--- config.mk ---
export PLATFORM = sky130hd
export DESIGN_NAME = rc4_keystream_engine
export DESIGN_NICKNAME = d
export VERILOG_FILES = /design/src/rtl/rc4ke_pkg.sv /design/src/rtl/rc4ke_ram.sv /design/src/rtl/rc4ke_ctrl.sv /design/src/rtl/rc4ke_dpath.sv /design/src/rtl/rc4_keystream_engine.sv
export SDC_FILE = /design/constraint.sdc
export NUM_CORES = 2
export LEC_CHECK = 0
export BUFFER_PORTS_ARGS = -buffer_cell sky130_fd_sc_hd__clkbuf_2
export CAP_MARGIN = 10
export CELL_PAD_IN_SITES_DETAIL_PLACEMENT = 0
export CELL_PAD_IN_SITES_GLOBAL_PLACEMENT = 1
export CORE_ASPECT_RATIO = 0.7
export CORE_MARGIN = 5
export CORE_UTILIZATION = 50
export DETAILED_ROUTE_END_ITERATION = 8
export PLACE_DENSITY = 0.68
export SLEW_MARGIN = 20
export SYNTH_ARGS = -nofsm -noshare
export SYNTH_HDL_FRONTEND = slang
export SYNTH_HIERARCHICAL = 1
export SYNTH_SLANG_ARGS = --single-unit
--- constraint.sdc ---
create_clock -name clk -period 11.85 [get_ports clk]
set_clock_uncertainty 0.2 [all_clocks]
set_input_delay 0 -clock clk [delete_from_list [all_inputs] [get_ports clk]]
set_output_delay 0 -clock clk [all_outputs]
set_load 0.005 [all_outputs]
--- src/rtl/rc4ke_pkg.sv ---
// shared types and constants for the rc4 keystream engine
// no dependencies; imported by every module of the block except rc4ke_ram
package rc4ke_pkg;

  localparam int KEY_MAX_DEF = 16;
  localparam int PERM_DEPTH  = 256;
  localparam logic [4:0] KEY_LEN_RST = 5'd16;
  localparam logic [7:0] PERM_LAST = 8'(PERM_DEPTH - 1);

  typedef enum logic [2:0] {
    OP_LOAD  = 3'd0,
    OP_SCHED = 3'd1,
    OP_BYTE  = 3'd2,
    OP_WORD  = 3'd3,
    OP_SKIP  = 3'd4
  } op_t;

  typedef struct packed {
    logic [2:0]  opcode;
    logic [7:0]  key_byte;
    logic [3:0]  key_index;
    logic        init_first;
    logic        reset_after;
    logic [15:0] skip_count;
  } req_t;

  typedef struct packed {
    logic [31:0] stream_value;
    logic        value_is_word;
  } res_t;

  // commands from controller to datapath
  typedef struct packed {
    logic       key_we;
    logic       fill;
    logic [7:0] fill_idx;
    logic       zero_ij;
    logic       dec_i;
    logic       k_clear;
    logic       step_i;
    logic       step_j;
    logic       write_i;
    logic       write_j;
    logic       sched;
    logic       shift;
    logic       emit;
    logic       word;
  } ctl_t;

endpackage

--- src/rtl/rc4ke_ram.sv ---
// generic single write port, single read port ram with registered read
// no dependencies
module rc4ke_ram #(
  parameter int WIDTH = 8,
  parameter int DEPTH = 256,
  localparam int AW = (DEPTH > 1) ? $clog2(DEPTH) : 1
) (
  input  logic             clk,
  input  logic             we,
  input  logic [AW-1:0]    waddr,
  input  logic [WIDTH-1:0] wdata,
  input  logic [AW-1:0]    raddr,
  output logic [WIDTH-1:0] rdata
);

  logic [WIDTH-1:0] mem [DEPTH];

  always_ff @(posedge clk) begin
    if (we) begin
      mem[waddr] <= wdata;
    end
    rdata <= mem[raddr];
  end

endmodule

--- src/rtl/rc4ke_ctrl.sv ---
// sequencer for the rc4 engine: request decode, round and byte counting
// depends on rc4ke_pkg; drives the datapath through ctl_t
module rc4ke_ctrl import rc4ke_pkg::*; (
  input  logic clk,
  input  logic rst,
  input  logic start,
  input  req_t request,
  output logic busy,
  output ctl_t ctl
);

  typedef enum logic [2:0] {
    ST_IDLE,
    ST_FILL,
    ST_DEC,
    ST_RD_I,
    ST_RD_J,
    ST_WR_I,
    ST_WR_J
  } state_t;

  state_t      state;
  logic [15:0] cnt;
  logic        sched;
  logic        want_out;
  logic        is_word;
  logic        reset_after;
  logic        last;

  assign busy = (state != ST_IDLE);
  assign last = (cnt == 16'd0);

  always_comb begin
    ctl          = '0;
    ctl.key_we   = (state == ST_IDLE) && start && (request.opcode == OP_LOAD);
    ctl.fill     = (state == ST_FILL);
    ctl.fill_idx = cnt[7:0];
    ctl.zero_ij  = ((state == ST_FILL) && (cnt[7:0] == PERM_LAST)) ||
                   ((state == ST_WR_J) && sched && last && reset_after);
    ctl.dec_i    = (state == ST_DEC);
    ctl.k_clear  = (state == ST_DEC);
    ctl.step_i   = (state == ST_RD_I);
    ctl.step_j   = (state == ST_RD_J);
    ctl.write_i  = (state == ST_WR_I);
    ctl.write_j  = (state == ST_WR_J);
    ctl.sched    = sched;
    ctl.shift    = (state == ST_WR_J) && !sched;
    ctl.emit     = (state == ST_WR_J) && !sched && want_out && last;
    ctl.word     = is_word;
  end

  always_ff @(posedge clk) begin
    if (rst) begin
      state       <= ST_IDLE;
      cnt         <= '0;
      sched       <= 1'b0;
      want_out    <= 1'b0;
      is_word     <= 1'b0;
      reset_after <= 1'b0;
    end else begin
      unique case (state)
        ST_IDLE: begin
          if (start) begin
            priority case (request.opcode)
              OP_SCHED: begin
                sched       <= 1'b1;
                want_out    <= 1'b0;
                reset_after <= request.reset_after;
                cnt         <= '0;
                state       <= request.init_first ? ST_FILL : ST_DEC;
              end
              OP_BYTE: begin
                sched    <= 1'b0;
                want_out <= 1'b1;
                is_word  <= 1'b0;
                cnt      <= '0;
                state    <= ST_RD_I;
              end
              OP_WORD: begin
                sched    <= 1'b0;
                want_out <= 1'b1;
                is_word  <= 1'b1;
                cnt      <= 16'd3;
                state    <= ST_RD_I;
              end
              OP_SKIP: begin
                sched    <= 1'b0;
                want_out <= 1'b0;
                cnt      <= request.skip_count - 16'd1;
                if (request.skip_count != 16'd0) begin
                  state <= ST_RD_I;
                end
              end
              default: ;
            endcase
          end
        end
        ST_FILL: begin
          cnt <= cnt + 16'd1;
          if (cnt[7:0] == PERM_LAST) begin
            state <= ST_DEC;
          end
        end
        ST_DEC: begin
          cnt   <= 16'(PERM_DEPTH - 1);
          state <= ST_RD_I;
        end
        ST_RD_I: state <= ST_RD_J;
        ST_RD_J: state <= ST_WR_I;
        ST_WR_I: state <= ST_WR_J;
        ST_WR_J: begin
          if (last) begin
            state <= ST_IDLE;
          end else begin
            cnt   <= cnt - 16'd1;
            state <= ST_RD_I;
          end
        end
        default: state <= ST_IDLE;
      endcase
    end
  end

endmodule

--- src/rtl/rc4ke_dpath.sv ---
// datapath: indices, swap registers, permutation and key memories, result
// depends on rc4ke_pkg and rc4ke_ram
module rc4ke_dpath import rc4ke_pkg::*; #(
  parameter int KEY_MAX = KEY_MAX_DEF
) (
  input  logic       clk,
  input  logic       rst,
  input  req_t       request,
  input  ctl_t       ctl,
  input  logic       cfg_valid,
  input  logic       cfg_ready,
  input  logic [4:0] cfg_data,
  output logic       result_valid,
  output res_t       result
);

  localparam int KW = (KEY_MAX > 1) ? $clog2(KEY_MAX) : 1;

  logic [7:0]    i, j, a, b, t;
  logic [23:0]   acc;
  logic [KW-1:0] k;
  logic [4:0]    key_length;

  logic [7:0]    perm_rdata, key_rdata;
  logic [7:0]    perm_raddr, perm_waddr, perm_wdata;
  logic          perm_we;
  logic [7:0]    i_inc, j_add, sum_ab, byte_val;
  logic [8:0]    key_len_eff, k_inc, kidx_ext;
  logic [KW-1:0] k_next;
  logic          key_we;

  assign i_inc  = i + 8'd1;
  assign j_add  = j + perm_rdata + (ctl.sched ? key_rdata : 8'd0);
  assign sum_ab = a + perm_rdata;
  // output entry read before the swap writes landed
  assign byte_val = (t == j) ? a : ((t == i) ? b : perm_rdata);

  always_comb begin
    if (key_length == 5'd0) begin
      key_len_eff = 9'd1;
    end else if (9'(key_length) > 9'(KEY_MAX)) begin
      key_len_eff = 9'(KEY_MAX);
    end else begin
      key_len_eff = 9'(key_length);
    end
  end

  assign k_inc  = 9'(k) + 9'd1;
  assign k_next = (k_inc >= key_len_eff) ? '0 : k_inc[KW-1:0];

  assign kidx_ext = 9'(request.key_index);
  assign key_we   = ctl.key_we && (kidx_ext < 9'(KEY_MAX));

  always_comb begin
    priority if (ctl.step_i) begin
      perm_raddr = i_inc;
    end else if (ctl.step_j) begin
      perm_raddr = j_add;
    end else begin
      perm_raddr = sum_ab;
    end
  end

  always_comb begin
    priority if (ctl.fill) begin
      perm_waddr = ctl.fill_idx;
      perm_wdata = ctl.fill_idx;
    end else if (ctl.write_i) begin
      perm_waddr = i;
      perm_wdata = perm_rdata;
    end else begin
      perm_waddr = j;
      perm_wdata = a;
    end
  end

  assign perm_we = ctl.fill || ctl.write_i || ctl.write_j;

  rc4ke_ram #(.WIDTH(8), .DEPTH(PERM_DEPTH)) u_perm (
    .clk   (clk),
    .we    (perm_we),
    .waddr (perm_waddr),
    .wdata (perm_wdata),
    .raddr (perm_raddr),
    .rdata (perm_rdata)
  );

  rc4ke_ram #(.WIDTH(8), .DEPTH(KEY_MAX)) u_key (
    .clk   (clk),
    .we    (key_we),
    .waddr (kidx_ext[KW-1:0]),
    .wdata (request.key_byte),
    .raddr (k),
    .rdata (key_rdata)
  );

  always_ff @(posedge clk) begin
    if (rst) begin
      i            <= '0;
      j            <= '0;
      key_length   <= KEY_LEN_RST;
      result_valid <= 1'b0;
    end else begin
      if (cfg_valid && cfg_ready) begin
        key_length <= cfg_data;
      end
      if (ctl.zero_ij) begin
        i <= '0;
        j <= '0;
      end else begin
        if (ctl.dec_i) begin
          i <= i - 8'd1;
        end else if (ctl.step_i) begin
          i <= i_inc;
        end
        if (ctl.step_j) begin
          j <= j_add;
        end
      end
      result_valid <= ctl.emit;
    end
  end

  always_ff @(posedge clk) begin
    if (ctl.step_j) begin
      a <= perm_rdata;
    end
    if (ctl.write_i) begin
      b <= perm_rdata;
      t <= sum_ab;
    end
    if (ctl.k_clear) begin
      k <= '0;
    end else if (ctl.write_j && ctl.sched) begin
      k <= k_next;
    end
    if (ctl.shift) begin
      acc <= {acc[15:0], byte_val};
    end
    if (ctl.emit) begin
      result.stream_value  <= ctl.word ? {acc, byte_val} : {24'd0, byte_val};
      result.value_is_word <= ctl.word;
    end
  end

endmodule

--- src/rtl/rc4_keystream_engine.sv ---
// top level of the rc4 keystream engine: controller plus datapath
// depends on rc4ke_pkg, rc4ke_ctrl, rc4ke_dpath
//
// channel   signals                          direction  handshake
// request   start, busy, request (req_t)     in         start && !busy
// result    result_valid, result (res_t)     out        one-cycle strobe
// config    cfg_valid, cfg_ready, cfg_data   in         cfg_valid && cfg_ready
//
// each keystream byte runs the states rd_i, rd_j, wr_i, wr_j: three dependent reads and two
// swap writes share the one read and one write port of the permutation ram.
// get byte or word: result strobe in the cycle after the last busy cycle; a word packs four bytes.
// skip of n bytes: n byte steps with no result. load: never busy.
// schedule: identity fill when requested, then the dec state, then one swap step per entry.
// rst is synchronous; the permutation and key store are not cleared.
// results cannot be held off; a new request is taken in the strobe cycle.
module rc4_keystream_engine import rc4ke_pkg::*; #(
  parameter int KEY_MAX = KEY_MAX_DEF
) (
  input  logic       clk,
  input  logic       rst,
  input  logic       start,
  output logic       busy,
  input  req_t       request,
  output logic       result_valid,
  output res_t       result,
  input  logic       cfg_valid,
  output logic       cfg_ready,
  input  logic [4:0] cfg_data
);

  ctl_t ctl;

  assign cfg_ready = 1'b1;

  rc4ke_ctrl u_ctrl (
    .clk     (clk),
    .rst     (rst),
    .start   (start),
    .request (request),
    .busy    (busy),
    .ctl     (ctl)
  );

  rc4ke_dpath #(.KEY_MAX(KEY_MAX)) u_dpath (
    .clk          (clk),
    .rst          (rst),
    .request      (request),
    .ctl          (ctl),
    .cfg_valid    (cfg_valid),
    .cfg_ready    (cfg_ready),
    .cfg_data     (cfg_data),
    .result_valid (result_valid),
    .result       (result)
  );

  // a result is always the last step of a busy stretch
  a_result_after_busy: assert property (@(posedge clk) disable iff (rst)
    result_valid |-> ($past(busy) && !busy))
    else $error("result without preceding work");

  // a byte result keeps the upper bits clear
  a_byte_upper_zero: assert property (@(posedge clk) disable iff (rst)
    (result_valid && !result.value_is_word) |-> (result.stream_value[31:8] == 24'd0))
    else $error("byte result with upper bits set");

  // a key load never makes the block busy
  a_load_no_busy: assert property (@(posedge clk) disable iff (rst)
    (start && !busy && (request.opcode == OP_LOAD)) |=> !busy)
    else $error("load request left the block busy");

  // accepting a request never produces a result in the next cycle
  a_no_instant_result: assert property (@(posedge clk) disable iff (rst)
    (start && !busy) |=> !result_valid)
    else $error("result strobe directly after request");

endmodule
==> results by group <==
Routing
  – Total wire length: 244000 µm
  – DRC viols: 0
  – Iter 0 DRT Violations: 6701
  – Avg WL per Cell: 31.7 µm
  – Detail Route Antenna Nets: 0
  – First-pass detailed-route iteration total: 5
  – Via density: 6.37
  – Via count: 49000

Cells and area
  – Area grow syn2layout: 11.8%
  – Number of nets in the layout: 5123
  – Layout cell share with drive strength beyond 1: 0.198
  – Fillers: 13900
  – Commonest non-fill, non-tap cell in the layout: edfxtp_1
  – Multi-input logic area: 22100 µm²
  – Commonest cells after routing, fill and taps aside: 2257 x edfxtp_1, 472 x mux4_2, 368 x nor2_1
  – Register Area: 69100 µm²

Status
  – Status: finished, final reports clean

Clocking
  – CTS max path bufs: 4
  – Reg clk slew, reported paths: 0.07 ns
  – Post-CTS sizing: 0
  – CTS Sinks: 2322
  – CTS root buf: clkbuf_16
  – Number of buffers created by CTS: 220
  – H-tree Lvls: 4
  – Clock latency at the later pin of the worst-skew pair: 0.88 ns
  – CTS tree: done

Floorplan
  – Die W: 525 µm
  – Full die area: 195000 µm²
  – Starting Density: 0.503
  – Die Y: 371 µm
  – CORE AREA: 185000 µm²
  – I/O pin cnt: 78
  – Num rows: 132

Synth
  – Cell Area, Synth: 92900 µm²
  – Post-synth ARST share: 0
  – Area leader, netlist: edfxtp_1
  – Area share of the largest cell type after synthesis: 0.730
  – EDFF count, synth: 2257
  – Avg Inst Size Synth: 19.3 µm²
  – Number of distinct library cells after synthesis: 96
  – Seq/Total Area, Yosys: 0.744
  – Synthesized flop and latch total: 2322
  – Post-synthesis cell count: 4821
  – Most used flip-flop cell after synthesis: edfxtp_1
  – Ys Warns: 6
  – Top area cells in the synthesized netlist: edfxtp_1 73%, mux4_2 11%, mux2i_1 1.6%

STA
  – Worst-margin pin slew: 1.37 ns
  – Crit share post-route: 0.572
  – TNS Setup: 0 ns
  – Slew headroom: 0.0650
  – Tmin final: 6.78 ns
  – Final setup vio count: 0
  – Final hold vios: 0
  – RSZ-0062 raised after global routing: false
  – Hold slack: 0.0888 ns
  – Slew Viols, Final: 0
  – Highest Clock Rate: 148 MHz

Worst setup path
  – Worst-path maximum fanout: 26
  – Worst path most repeated cell: fa_1
  – Crit path capture type: register
  – Slowest stage delay, CP: 1.24 ns
  – Crit path DAT: 7.36 ns
  – Cell depth of the worst flop-to-flop path: 15
  – WP data required: 12.43 ns
  – Crit-path cells: and2_1, fa_1, ha_1, inv_1, fa_1, nor2_1, a211oi_1, a21oi_4, buf_4, clkinv_1, nand2_1, o21ai_0, a2111oi_0, nor3_1, nor4_2
  – Reg2reg setup slack: 5.07 ns
  – CP Capture Point: u_dpath/u_perm/rdata[0]
  – RR Startpoint: u_ctrl/sched
  – Crit. path cell count: 15
  – Crit path from: u_ctrl/sched
  – Critical path class: reg -> reg
  – FF-to-FF End: u_dpath/u_perm/rdata[0]
  – Startpoint types: register
  – Slowest cell on the critical path: a2111oi_0
  – Crit path max-delay family: compound AO/OA/AOI/OAI gates
  – Worst Path Buf+Inv: 3

Placement
  – Port Buffers: 76
  – DP Wirelength: 149000 µm
  – RePlAce Congestion: 0.831

Power and ir drop
  – Pwr per Cell Area: 275 nW/µm²
  – Max VDD drop: 0.270 mV
  – Pleak: 32.4 nW

Global routing
  – Number of global-route vias before repair: 47300
  – Largest net degree at the start of global routing: 219
  – Total congestion overflow: 0
  – First-pass GRT wire length: 351000 µm
  – Antenna violations before repair: 9
  – Gr usage total: 0.249

Hold path
  – Hold WC Path Type: in -> reg

Job
  – Max cap viols: 0
-- worst min path at each step --
stage                                     to  cells after the start         from  slack [ns]
finish               u_dpath/u_key/mem[8][0]                      4  request[18]        0.09
global route         u_dpath/u_key/mem[8][4]                      4  request[18]        0.07
CTS                 u_dpath/u_key/mem[12][6]                      4  request[18]        0.01
detailed placement        u_ctrl/reset_after                      3  request[16]        0.05
global placement          u_ctrl/reset_after                      3  request[16]        0.04
floorplan              u_dpath/key_length[0]                      1          rst       -0.13
-- cells by family after synthesis --
group / synth area share
flip-flops: 0.744
AND/OR/NAND/NOR: 0.0430
multiplexers: 0.135
AO/OA/AOI/OAI: 0.0452
buffers and inverters: 0.0216
XOR/XNOR: 0.00538
adder cells (fa/ha/maj): 0.00544
other: 0.0000404
-- state kept, by name, summed over array words and instances, names as in the netlist, 3 cells and up --
| name | cells |
|---|---|
| u_dpath/u_perm/rdata | 8 |
| u_dpath/acc | 24 |
| u_ctrl/state | 3 |
| u_dpath/a | 8 |
| u_dpath/u_key/rdata | 8 |
| u_dpath/b | 8 |
| u_dpath/result | 33 |
| u_dpath/u_perm/mem | 2048 |
| u_dpath/k | 4 |
| u_dpath/j | 8 |
| u_dpath/i | 8 |
| u_ctrl/cnt | 16 |
| u_dpath/key_length | 5 |
| u_dpath/t | 8 |
| u_dpath/u_key/mem | 128 |
-- metal layers --
layer | global-route usage | up-vias | share of wire | wire (µm)
met5 | 0 | - | 0 | 0
met4 | 0.0505 | 0 | 0.020 | 4790
met3 | 0.0696 | 313 | 0.12 | 28400
met2 | 0.335 | 2441 | 0.41 | 101000
met1 | 0.406 | 26000 | 0.45 | 110000
li1 | - | 20200 | - | -
-- tightest hold or removal path: cells and delay by family --
family / cells / cell delay [ns]
and+or+nand+nor: 1 / 0.07
buffers and inverters: 3 / 0.89
-- cell usage after synthesis (all sizes together), types with 49 or more instances --
cell	instances
a21oi	152
a22oi	153
buf	162
clkbuf	142
dfxtp	65
edfxtp	2257
mux2i	152
mux4	488
nand2	90
nand3	52
nor2	387
nor2b	59
o221ai	49
-- stage by stage --
| step | worst slack [ns] | cells | total power [W] | cell area, µm² | utilization |
|---|---|---|---|---|---|
| after floorplan | 2.01 | 4827 | 0.0177 | 92900 | - |
| after global placement | 4.84 | 7172 | 0.0215 | 95500 | 0.517 |
| after detailed placement | 5.33 | 7178 | 0.0216 | 95600 | 0.517 |
| after CTS | 5.30 | 7694 | 0.0285 | 104000 | 0.561 |
| after global routing | 4.83 | 7699 | 0.0296 | 104000 | 0.562 |
| final | 5.07 | 7699 | 0.0286 | 104000 | 0.562 |
-- where the power goes --
group	internal [W]	switching [W]	total (W)
Combinational	0.00371	0.00751	0.0112
Clock	0.00388	0.00301	0.00689
Sequential	0.0103	0.000183	0.0105
Total	0.0179	0.0107	0.0286
-- final cells by class --
class                      count  share of cell area
timing repair buffer         304              0.0250
multi-input combinational   2166               0.212
inverter                      32             0.00116
clock buffer                 271              0.0559
sequential                  2322               0.665
clock inverter               124              0.0106
antenna                        1           0.0000241
tap                         2479              0.0299
-- repair_timing --
item	4_1_cts	5_1_grt
endpoints found under the hold margin	301	0
hold buffers	121	0
buffers inserted	0	0
(Power assumes the default switching activity.)
